### config.mk
export PLATFORM = sky130hd
export DESIGN_NAME = relay_command_line_parser_core
export DESIGN_NICKNAME = d
export VERILOG_FILES = /design/src/hdl/rclp_pkg.sv /design/src/hdl/rclp_front.sv /design/src/hdl/rclp_queue.sv /design/src/hdl/rclp_back.sv /design/src/hdl/relay_command_line_parser_core.sv
export SDC_FILE = /design/constraint.sdc
export NUM_CORES = 2
export LEC_CHECK = 0
export ABC_CLOCK_PERIOD_IN_PS = 9600
export BUFFER_PORTS_ARGS = -buffer_cell sky130_fd_sc_hd__buf_4
export CORE_ASPECT_RATIO = 2
export CORE_UTILIZATION = 60
export DETAILED_ROUTE_END_ITERATION = 8
export GPL_TIMING_DRIVEN = 0
export PLACE_DENSITY_LB_ADDON = 0.05
export SLEW_MARGIN = 5
export SYNTH_ARGS = -nofsm -noshare
export SYNTH_HDL_FRONTEND = slang
export SYNTH_SLANG_ARGS = --single-unit
### constraint.sdc
create_clock -name clock -period 9.6 [get_ports clock]
set_input_delay 0.96 -clock clock [delete_from_list [all_inputs] [get_ports clock]]
set_output_delay 0.96 -clock clock [all_outputs]
set_load 0.005 [all_outputs]
### src/hdl/rclp_pkg.sv
// ----------------------------------------------------------------------------
// Relay command line parser package
// Shared types, codes and keyword tables.
// ----------------------------------------------------------------------------
package rclp_pkg;

   localparam int KwCount = 9;
   localparam int SlotCount = 4;
   localparam int QueueDepth = 2;

   typedef enum logic [3:0] {
      KIND_INVALID = 4'd0, KIND_PING = 4'd1, KIND_VERSION = 4'd2, KIND_STATUS = 4'd3,
      KIND_ALLON = 4'd4, KIND_HELP = 4'd5, KIND_RESET = 4'd6, KIND_ON = 4'd7,
      KIND_OFF = 4'd8, KIND_PULSE = 4'd9
   } kind_type;

   typedef enum logic [2:0] {
      ERR_NONE = 3'd0, ERR_SYNTAX = 3'd1, ERR_TRANSACTION = 3'd2, ERR_CHANNEL = 3'd3,
      ERR_TIME = 3'd4, ERR_UNKNOWN = 3'd5
   } err_type;

   typedef enum logic [1:0] {
      CSR_RELAY_COUNT = 2'd0, CSR_MIN_SECONDS = 2'd1, CSR_MAX_SECONDS = 2'd2,
      CSR_DEFAULT_OFF = 2'd3
   } csr_type;

   // Snapshot of one finished line, handed from front to back.
   typedef struct packed {
      logic [2:0]  token_count;
      logic        too_many;
      logic [3:0]  kw_pos;
      logic [8:0]  kw_cand;
      logic [SlotCount-1:0][31:0] value;
      logic [SlotCount-1:0][1:0]  flags;
   } line_type;

   typedef struct packed {
      logic [3:0]  command_kind;
      logic [7:0]  channel;
      logic [31:0] seconds;
      logic [31:0] session;
      logic [31:0] transaction;
      logic [2:0]  error_code;
   } result_type;

   function automatic logic [7:0] kw_char(input logic [3:0] k, input logic [3:0] p);
      logic [7:0] s [0:8][0:6];
      s[0] = '{"P","I","N","G",8'h0,8'h0,8'h0};
      s[1] = '{"V","E","R","S","I","O","N"};
      s[2] = '{"S","T","A","T","U","S",8'h0};
      s[3] = '{"A","L","L","O","N",8'h0,8'h0};
      s[4] = '{"H","E","L","P",8'h0,8'h0,8'h0};
      s[5] = '{"R","E","S","E","T",8'h0,8'h0};
      s[6] = '{"O","N",8'h0,8'h0,8'h0,8'h0,8'h0};
      s[7] = '{"O","F","F",8'h0,8'h0,8'h0,8'h0};
      s[8] = '{"P","U","L","S","E",8'h0,8'h0};
      if (k > 4'd8 || p > 4'd6) return 8'h0;
      return s[k][p[2:0]];
   endfunction

   function automatic logic [3:0] kw_len(input logic [3:0] k);
      case (k)
         4'd0: return 4'd4;
         4'd1: return 4'd7;
         4'd2: return 4'd6;
         4'd3: return 4'd5;
         4'd4: return 4'd4;
         4'd5: return 4'd5;
         4'd6: return 4'd2;
         4'd7: return 4'd3;
         4'd8: return 4'd5;
         default: return 4'd0;
      endcase
   endfunction

endpackage

### src/hdl/rclp_front.sv
// ----------------------------------------------------------------------------
// Relay command line parser front
// Tokenizes words, matches the keyword and accumulates numbers per line.
// ----------------------------------------------------------------------------
module rclp_front (
   input  logic                clock,
   input  logic                reset,
   input  logic                in_valid,
   output logic                in_ready,
   input  logic [7:0]          in_char,
   input  logic                in_last,
   output logic                line_valid,
   input  logic                line_ready,
   output rclp_pkg::line_type  line_data
);
   import rclp_pkg::*;

   line_type cur_ff, cur_in;
   logic     inside_ff, inside_in;
   logic     stopped_ff, stopped_in;
   line_type fresh;
   logic [7:0] c;
   logic [1:0] slot;
   logic [35:0] prod;
   logic take;

   assign in_ready   = line_ready;
   assign take       = in_valid && in_ready;
   assign line_valid = take && in_last;

   always_comb begin
      fresh = '0;
      fresh.kw_cand = '1;
      c = (in_char >= "a" && in_char <= "z") ? in_char - 8'd32 : in_char;
      cur_in = cur_ff;
      inside_in = inside_ff;
      stopped_in = stopped_ff;
      slot = 2'(cur_ff.token_count - 3'd2);
      prod = '0;
      if (!stopped_ff) begin
         if (c == 8'd0) begin
            stopped_in = 1'b1;
            inside_in = 1'b0;
         end else if (c == 8'd32 || (c >= 8'd9 && c <= 8'd13)) begin
            inside_in = 1'b0;
         end else begin
            // open a new token
            if (!inside_ff) begin
               if (cur_ff.token_count >= 3'd5) cur_in.too_many = 1'b1;
               else begin
                  cur_in.token_count = cur_ff.token_count + 3'd1;
                  inside_in = 1'b1;
               end
            end
            slot = 2'(cur_in.token_count - 3'd2);
            if (!cur_in.too_many) begin
               if (cur_in.token_count == 3'd1) begin
                  for (int k = 0; k < KwCount; k++) begin
                     if (cur_ff.kw_pos >= kw_len(4'(k)) || kw_char(4'(k), cur_ff.kw_pos) != c)
                        cur_in.kw_cand[k] = 1'b0;
                  end
                  if (cur_ff.kw_pos != 4'd15) cur_in.kw_pos = cur_ff.kw_pos + 4'd1;
               end else if (c < "0" || c > "9") begin
                  cur_in.flags[slot][0] = 1'b1;
               end else if (!cur_ff.flags[slot][1]) begin
                  prod = {cur_ff.value[slot], 3'b0} + {2'b0, cur_ff.value[slot], 1'b0}
                         + 36'(c - "0");
                  if (prod[35:32] != 4'd0) cur_in.flags[slot][1] = 1'b1;
                  else cur_in.value[slot] = prod[31:0];
               end
            end
         end
      end
      line_data = cur_in;
      if (take && in_last) begin
         cur_in = fresh;
         inside_in = 1'b0;
         stopped_in = 1'b0;
      end
   end

   always_ff @(posedge clock) begin
      if (reset) begin
         cur_ff <= fresh;
         inside_ff <= 1'b0;
         stopped_ff <= 1'b0;
      end else if (take) begin
         cur_ff <= cur_in;
         inside_ff <= inside_in;
         stopped_ff <= stopped_in;
      end
   end
endmodule

### src/hdl/rclp_queue.sv
// ----------------------------------------------------------------------------
// Relay command line parser queue
// Two-entry queue of finished lines between front and back.
// ----------------------------------------------------------------------------
module rclp_queue (
   input  logic               clock,
   input  logic               reset,
   input  logic               wr_valid,
   output logic               wr_ready,
   input  rclp_pkg::line_type wr_data,
   output logic               rd_valid,
   input  logic               rd_ready,
   output rclp_pkg::line_type rd_data
);
   import rclp_pkg::*;

   line_type mem_ff [QueueDepth];
   logic wp_ff, rp_ff;
   logic [1:0] cnt_ff;
   logic wr, rd;

   assign wr_ready = cnt_ff != 2'(QueueDepth);
   assign rd_valid = cnt_ff != 2'd0;
   assign rd_data  = mem_ff[rp_ff];
   assign wr = wr_valid && wr_ready;
   assign rd = rd_valid && rd_ready;

   always_ff @(posedge clock) begin
      if (wr) mem_ff[wp_ff] <= wr_data;
   end

   always_ff @(posedge clock) begin
      if (reset) begin
         wp_ff <= 1'b0;
         rp_ff <= 1'b0;
         cnt_ff <= 2'd0;
      end else begin
         if (wr) wp_ff <= ~wp_ff;
         if (rd) rp_ff <= ~rp_ff;
         cnt_ff <= cnt_ff + 2'(wr) - 2'(rd);
      end
   end
endmodule

### src/hdl/rclp_back.sv
// ----------------------------------------------------------------------------
// Relay command line parser back
// Decodes a finished line into a result and holds it in an output register.
// ----------------------------------------------------------------------------
module rclp_back (
   input  logic                 clock,
   input  logic                 reset,
   input  logic [7:0]           relay_count,
   input  logic [31:0]          min_seconds,
   input  logic [31:0]          max_seconds,
   input  logic [31:0]          default_off,
   input  logic                 line_valid,
   output logic                 line_ready,
   input  rclp_pkg::line_type   line_data,
   output logic                 out_valid,
   input  logic                 out_ready,
   output rclp_pkg::result_type out_data
);
   import rclp_pkg::*;

   logic       valid_ff;
   result_type res_ff, res_in;
   kind_type   kind;
   logic [3:0] kind_num;
   logic [SlotCount-1:0] ok, ch_ok, tm_ok;
   logic [2:0] tc;

   assign line_ready = !valid_ff || out_ready;
   assign out_valid  = valid_ff;
   assign out_data   = res_ff;

   always_comb begin
      tc = line_data.token_count;
      for (int s = 0; s < SlotCount; s++) begin
         ok[s] = line_data.flags[s] == 2'd0;
         ch_ok[s] = ok[s] && line_data.value[s] != 32'd0
                    && line_data.value[s] <= {24'd0, relay_count};
         tm_ok[s] = ok[s] && line_data.value[s] >= min_seconds
                    && line_data.value[s] <= max_seconds;
      end
      kind_num = 4'd0;
      for (int k = KwCount - 1; k >= 0; k--) begin
         if (line_data.kw_cand[k] && line_data.kw_pos == kw_len(4'(k))) kind_num = 4'(k + 1);
      end
      kind = kind_type'(kind_num);
      res_in = '0;
      if (line_data.too_many || tc == 3'd0) res_in.error_code = ERR_SYNTAX;
      else if (kind == KIND_INVALID) res_in.error_code = ERR_UNKNOWN;
      else if (kind_num <= 4'd5) begin
         if (tc != 3'd1) res_in.error_code = ERR_SYNTAX;
         else res_in.command_kind = kind;
      end else if (kind == KIND_RESET) begin
         if (tc != 3'd5) res_in.error_code = ERR_SYNTAX;
         else if (!ok[0] || line_data.value[0] == 32'd0 || !ok[1] || line_data.value[1] == 32'd0)
            res_in.error_code = ERR_TRANSACTION;
         else if (!ch_ok[2]) res_in.error_code = ERR_CHANNEL;
         else if (!tm_ok[3]) res_in.error_code = ERR_TIME;
         else begin
            res_in.command_kind = kind;
            res_in.channel = line_data.value[2][7:0];
            res_in.seconds = line_data.value[3];
            res_in.session = line_data.value[0];
            res_in.transaction = line_data.value[1];
         end
      end else if (tc < 3'd2 || tc > ((kind == KIND_ON) ? 3'd2 : 3'd3)) begin
         res_in.error_code = ERR_SYNTAX;
      end else if (!ch_ok[0]) res_in.error_code = ERR_CHANNEL;
      else if (kind == KIND_ON) begin
         res_in.command_kind = kind;
         res_in.channel = line_data.value[0][7:0];
      end else if (tc == 3'd2) begin
         if (kind == KIND_PULSE) res_in.error_code = ERR_SYNTAX;
         else begin
            res_in.command_kind = kind;
            res_in.channel = line_data.value[0][7:0];
            res_in.seconds = default_off;
         end
      end else if (!tm_ok[1]) res_in.error_code = ERR_TIME;
      else begin
         res_in.command_kind = kind;
         res_in.channel = line_data.value[0][7:0];
         res_in.seconds = line_data.value[1];
      end
   end

   always_ff @(posedge clock) begin
      if (line_valid && line_ready) res_ff <= res_in;
   end

   always_ff @(posedge clock) begin
      if (reset) valid_ff <= 1'b0;
      else if (line_ready) valid_ff <= line_valid;
   end
endmodule

### src/hdl/relay_command_line_parser_core.sv
// ----------------------------------------------------------------------------
// Relay command line parser core
// Parses a command line one character per word and gives one decoded result.
// ----------------------------------------------------------------------------
//  channel | dir | payload
//  req_    | in  | tdata = character[7:0], tlast = last
//  rsp_    | out | tdata = kind, channel, seconds, session, transaction, error
//  csr_    | in  | index[1:0], data[31:0]
//
// One character word per cycle while the queue has room; the front does all
// per-character work in the cycle that accepts the word. The back decodes a
// line into an output register. A two-line queue between them lets a stalled
// rsp_ side leave the front running until the queue fills. Reset is
// synchronous, active high, and restores the registers to 8, 1, 3600 and 5.
module relay_command_line_parser_core (
   input  logic         clock,
   input  logic         reset,
   input  logic         req_tvalid,
   output logic         req_tready,
   input  logic [7:0]   req_tdata,   // character[7:0]
   input  logic         req_tlast,
   output logic         rsp_tvalid,
   input  logic         rsp_tready,
   // command_kind[3:0], channel[11:4], seconds[43:12], session[75:44],
   // transaction[107:76], error_code[110:108], zero fill
   output logic [111:0] rsp_tdata,
   input  logic         csr_valid,
   output logic         csr_ready,
   input  logic [1:0]   csr_index,
   input  logic [31:0]  csr_data
);
   import rclp_pkg::*;

   logic [7:0]  relay_count_ff;
   logic [31:0] min_sec_ff, max_sec_ff, def_off_ff;
   logic        f_valid, f_ready, q_valid, q_ready;
   line_type    f_data, q_data;
   result_type  res;

   assign csr_ready = 1'b1;

   // hold configuration until written
   always_ff @(posedge clock) begin
      if (reset) begin
         relay_count_ff <= 8'd8;
         min_sec_ff <= 32'd1;
         max_sec_ff <= 32'd3600;
         def_off_ff <= 32'd5;
      end else if (csr_valid) begin
         case (csr_type'(csr_index))
            CSR_RELAY_COUNT: relay_count_ff <= csr_data[7:0];
            CSR_MIN_SECONDS: min_sec_ff <= csr_data;
            CSR_MAX_SECONDS: max_sec_ff <= csr_data;
            CSR_DEFAULT_OFF: def_off_ff <= csr_data;
            default: ;
         endcase
      end
   end

   rclp_front u_front (
      .clock, .reset,
      .in_valid(req_tvalid), .in_ready(req_tready),
      .in_char(req_tdata), .in_last(req_tlast),
      .line_valid(f_valid), .line_ready(f_ready), .line_data(f_data)
   );

   rclp_queue u_queue (
      .clock, .reset,
      .wr_valid(f_valid), .wr_ready(f_ready), .wr_data(f_data),
      .rd_valid(q_valid), .rd_ready(q_ready), .rd_data(q_data)
   );

   rclp_back u_back (
      .clock, .reset,
      .relay_count(relay_count_ff), .min_seconds(min_sec_ff),
      .max_seconds(max_sec_ff), .default_off(def_off_ff),
      .line_valid(q_valid), .line_ready(q_ready), .line_data(q_data),
      .out_valid(rsp_tvalid), .out_ready(rsp_tready), .out_data(res)
   );

   assign rsp_tdata = {1'b0, res.error_code, res.transaction, res.session,
                       res.seconds, res.channel, res.command_kind};
endmodule

## Yosys cells after proc, flatten, opt, wreduce, memory -nomap -nowiden

Memory sizes are Yosys's and may differ from the RTL's. A register that Yosys moved wholly into a read port is not among the register bits.
Cells that the tools add are included.

- Flip-flop bits (word level): 375
- RAM bits: 306
- Bits in read-only memories: 576
- Input port bits: 48
- Output and inout bits: 115
- Word-level logic and storage cells: 377
- Memories: 10

- Add/sub/neg operators: 9
- Order comparisons: 26
- Equality and inequality tests: 29
- Mux-type cells: 200
- Bitwise operators: 8
- Reduce and logical (&&, ||, !) cells: 66

Memory list:

| memory | depth | bits a word | rd ports | clocked after memory_dff | write ports | line | text |
|---|---|---|---|---|---|---|---|
| u_queue.mem_ff | 2 | 153 | 1 | 1 | 1 | rclp_queue.sv:17 | `line_type mem_ff [QueueDepth];` |
| (no name shown) | 8 | 8 | 1 | 0 | 0 | rclp_pkg.sv:58 | `return s[k][p[2:0]];` |
| (no name shown) | 8 | 8 | 1 | 0 | 0 | rclp_pkg.sv:58 |  |
| (no name shown) | 8 | 8 | 1 | 0 | 0 | rclp_pkg.sv:58 |  |
| (no name shown) | 8 | 8 | 1 | 0 | 0 | rclp_pkg.sv:58 |  |
| (no name shown) | 8 | 8 | 1 | 0 | 0 | rclp_pkg.sv:58 |  |
| +4 memories | - | - | - | - | - | - |  |

Operators with widths:

| cell | count |
|---|---|
| $mux W153 | 4 |
| $mux W8 | 76 |
| $mux W108 | 4 |
| $mux W136 | 2 |
| $mux W44 | 6 |
| $mux W128 | 2 |
| $mux W4 | 46 |
| $mux W149 | 1 |
| $bwmux W128 | 1 |
| $mux W32 | 3 |
| $ne A8 B8 Y1 | 9 |
| $bmux W32 S2 | 1 |
| $demux W32 S2 | 1 |
| $ge A32 B32 Y1 | 2 |
| $le A32 B32 Y1 | 2 |
| $le A32 B8 Y1 | 2 |
| $logic_not A32 Y1 | 2 |
| $reduce_bool A32 Y1 | 2 |
| $mux W3 | 13 |
| $add A35 B33 Y36 | 1 |
| $add A36 B36 Y36 | 1 |
| $mux W1 | 33 |
| $eq A4 B3 Y1 const B | 6 |
| $ge A4 B4 Y1 | 6 |
| 54 further kinds | 112 |

## Logic depth before layout (Yosys ltp)

- Depth after elaboration: 30
- Gate-level depth with buffers: 24
- Mapped depth without buffers: 21

## Hierarchy

Synthesis repeated with hierarchy kept, for this count alone.

- Cells, all modules: 3253
- Area, all modules: 36231.0 um2

Modules (own cells, without submodules):

| module | times used | cells an instance | area each (um2) | sequential area each (um2) |
|---|---|---|---|---|
| rclp_front | 1 | 1495 | 11676.2 | 3103.0 |
| rclp_queue | 1 | 505 | 11572.3 | 9288.9 |
| rclp_back | 1 | 865 | 8783.4 | 3353.2 |
| relay_command_line_parser_core | 1 | 388 | 4199.0 | 2082.0 |

## Least setup slack after synthesis

OpenSTA, ideal clock, no wires.

- Path type: input-to-reg
- Start: in req_tvalid
- End: mem u_queue.mem_ff[0][0] in the netlist's numbering (enable)
- Setup time: 0.668 ns
- Data arrival time: 7.661 ns
- Required time: 8.932 ns
- Setup slack: 1.272 ns
- Stages on the path: 3
- Buffers on the path: 0
- Cells stage by stage: and2_0 > nand2_1 > nor2_1

- Longest elaborated chain between the ends: 5

Ends and longest elaborated chain:

| item | line | text |
|---|---|---|
| start: declaration | relay_command_line_parser_core.sv:18 | `input logic req_tvalid,` |
| $logic_and A1 B1 Y1 | rclp_front.sv:28 | `assign take = in_valid && in_ready;` |
| $logic_and A1 B1 Y1 | rclp_front.sv:29 | `assign line_valid = take && in_last;` |
| $logic_and A1 B1 Y1 | rclp_queue.sv:25 | `assign wr = wr_valid && wr_ready;` |
| $mux W1 | rclp_queue.sv:29 | `if (wr) mem_ff[wp_ff] <= wr_data;` |
| $mux W1 (implied by the code) | rclp_queue.sv:29 |  |
| end: declaration | rclp_queue.sv:17 |  |

Every way passes these cells.

==> results.cfg <==
[power]
clock_power_share_pct = 30.3
switching_share_pct = 31.1
power_density_mw_per_mm2 = 205
combPwrFrac_pct = 25.4
vdd_drop_max_mv = 0.172
seq_power_share_pct = 44.3
leakagePower_nw = 14.5
power.net_switching_mw = 2.50
p_total_mw = 8.03
p_int_mw = 5.53

[grt]
grt_antenna_before_repair = 1
grt_pass1_wl_mm = 166
globalRoute.totalOverflow = 0
vias_in_the_first_global_route = 28000
grt_util_all_layers_pct = 38.9
pin_count_of_the_biggest_net_entering_global_routing = 66

[flow_run]
max_cap_viol_count = 0

[yosys]
synth_sequential_area_ratio_pct = 51.1
post_synth.cell_area_avg_um2 = 10.4
post_synth_instance_area_mm2 = 0.0349
yosysUniqueCellTypes = 88
async_reset_ff_share_pct = 0
synth-seq-cells = 682
postSynthNetCount = 3631
post_synth_inst_count = 3351
synth-warning-count = 0
synth_enable_flop_cells = 417
yosys_most_used_dff = sky130_fd_sc_hd__edfxtp_1

[worst_hold_path]
worst_hold_path_type = reg -> reg

[route]
ant_nets = 0
totalWireLength_mm = 114
drtIter0Drc = 2478
vias = 27800
drt-pass1-iter-count = 8
drc_errors = 0
routed_via_density = 6.34
wl_per_cell_um = 26.0

[clock_tree]
postCtsResizedCells = 0
tritoncts_num_sinks = 682
clock-root-buffer = sky130_fd_sc_hd__clkbuf_16
cts.hold.buffers_added = 0
tritoncts = yes
clock_insertion_delay_at_the_later_pin_of_the_skew_report_ns = 0.63
numCtsBuffers = 57
post_cts_buffers = 0
h_tree_depth = 2
cts.path.max_buffers = 3
clk_pin_slew_ns = 0.07

[placement]
place.detailed.hpwl_mm = 90.3
dp_cells = 4276
portBuffers = 160
globalplace.congestion = 1.06
post_dp_cell_area_mm2 = 0.0372

[outcome]
status = finished clean

[finish]
multi_input_gate_area_mm2 = 0.0156
share_of_layout_cells_above_drive_strength_1_pct = 12.4
fillers = 4437
finalNonFillerCells = 4382
sequential_cell_area_mm2 = 0.0178
utilization_pct = 68.4
final_cell_mix = 556 x sky130_fd_sc_hd__nand2_1, 417 x sky130_fd_sc_hd__edfxtp_1, 289 x sky130_fd_sc_hd__o21ai_0, 265 x sky130_fd_sc_hd__dfxtp_1, 205 x sky130_fd_sc_hd__a21oi_1
final_common_cell = sky130_fd_sc_hd__nand2_1
final_nets = 3859
finish.instance_area_mm2 = 0.0392
area_growth_syn_to_layout_pct = 12.4
antenna-diode-count = 0

[critical_path]
setup.reg_to_reg.worst_slack_ns = 0.84
critical_path_class = reg -> reg
required_time_worst_endpoint_ns = 9.82
arrival_ns = 8.98
worst-path-max-fanout = 10
critPathCaptureType = flip-flop
start_kind = flip-flop

[sta]
clock-skew-final_ns = 0.0245
holdWs_ns = 0.456
period_minus_slack_ns = 8.76
max_slew_margin_pct = 5.97
setup_viol_count_final = 0
slew_of_the_pin_with_the_lowest_slew_margin_ns = 1.41
report.final.hold_viol_count = 0
fin_crit_sh_pct = 91.3
timing.fmax_mhz = 114
unrepaired_setup_endpoints_after_global_routing = false
report.final.slew_viol_count = 0

[floorplanning]
io_pins = 163
floorplan.die.height_um = 343
core_mm2 = 0.0572
initial_core_util_pct = 60.9
die_area_mm2 = 0.0591
chipWidth_um = 172
row_count = 124
through the flow:
| stage | TNS, ns | setup WS, ns |
|---|---|---|
| 2_1_floorplan | 0 | 1.27 |
| 3_3_place_gp | -275.83 | -1.84 |
| 3_5_place_dp | 0 | 0.807 |
| 4_1_cts | 0 | 0.843 |
| 5_1_grt | 0 | 0.677 |
| 6_report | 0 | 0.837 |
metal layers:
layer	global-route usage [%]	vias up	wire length (um)
li1	-	12600	-
met1	37.1	13300	35900
met2	70.0	1447	58400
met3	5.33	520	6830
met4	36.9	4	12600
met5	0	-	34
cells by family (layout without fill, tap and decap cells):
logic type	count (synthesis)	after routing	share of synthesized area [%]
xor gates and xnor gates	60	60	1.51
adders and majority gates	232	232	8.99
muxes	151	151	5.61
and+or+nand+nor	1063	1063	14.5
DFF	682	682	51.1
other	2	2	0.0215
AOI/OAI and AO/OA	792	792	14.0
buffers and inverters	369	644	4.21
flip-flops by register name, summed over array words and instances, names as in the netlist, named ones only:
name	count
min_sec_ff	32
u_back.out_data	111
max_sec_ff	32
relay_count_ff	8
u_back.out_valid	1
u_queue.rp_ff	1
u_queue.cnt_ff	2
u_front.cur_ff	153
u_queue.mem_ff	306
u_front.inside_ff	1
u_queue.wp_ff	1
def_off_ff	32
u_front.stopped_ff	1
cell usage after synthesis, drive strengths merged (51+ instances only):
library cell    n  area share [%]
inv           195             2.1
nor4           58             1.1
a21oi         205             2.9
clkbuf        140             1.5
mux2           72             2.3
nand2         556             6.0
dfxtp         265              15
o21ai         308             4.4
nor2          150             2.1
ha            201             7.2
and2           72             1.3
edfxtp        417              36
mux2i          51             1.5
final timing paths:
check | endpoint | depth (start not counted) | startpoint
max | u_queue.mem_ff[1][99] | 22 | u_front.cur_ff[151]
min | u_front.cur_ff[136] | 1 | u_front.cur_ff[136]
max reg2reg | u_queue.mem_ff[1][99] | 22 | u_front.cur_ff[151]
min reg2reg | u_front.cur_ff[136] | 1 | u_front.cur_ff[136]
final cells by class:
cell class / count / area share [%]
buffer: 172 / 1.86
clock buffer: 68 / 3.96
clock inverter: 38 / 1.02
inverter: 197 / 1.89
multi-input combinational: 2300 / 39.9
sequential: 682 / 45.5
tap: 756 / 2.41
timing repair buffer: 169 / 3.50
power by group through the flow:
stage | Clock (mW) | Sequential (mW) | Combinational [mW]
2_1_floorplan | 0 | 3.65 | 1.13
3_3_place_gp | 0 | 3.68 | 1.92
3_5_place_dp | 0 | 3.62 | 2.00
4_1_cts | 2.43 | 3.56 | 2.01
5_1_grt | 2.54 | 3.59 | 2.19
6_report | 2.43 | 3.56 | 2.04
worst max-delay path: stages, from the launching register on:
cell	delay, ns
sky130_fd_sc_hd__dfxtp_1	0.44
sky130_fd_sc_hd__inv_1	0.11
sky130_fd_sc_hd__ha_1	0.23
sky130_fd_sc_hd__o21a_1	0.22
sky130_fd_sc_hd__o31ai_4	0.77
sky130_fd_sc_hd__clkbuf_1	0.82
sky130_fd_sc_hd__mux4_2	0.64
sky130_fd_sc_hd__inv_1	0.14
sky130_fd_sc_hd__fa_1	0.42
sky130_fd_sc_hd__inv_1	0.07
sky130_fd_sc_hd__ha_1	0.22
sky130_fd_sc_hd__clkbuf_1	0.23
sky130_fd_sc_hd__a21o_1	0.27
sky130_fd_sc_hd__a21o_1	0.21
sky130_fd_sc_hd__a31o_2	0.25
sky130_fd_sc_hd__nand3b_1	0.31
sky130_fd_sc_hd__or4_1	0.57
sky130_fd_sc_hd__a32oi_1	0.46
sky130_fd_sc_hd__o2111ai_1	0.56
sky130_fd_sc_hd__clkbuf_1	0.49
sky130_fd_sc_hd__clkbuf_1	0.40
sky130_fd_sc_hd__nand2_1	0.15
sky130_fd_sc_hd__o21ai_0	0.35
Note: power is estimated with default switching activity, not from simulation.
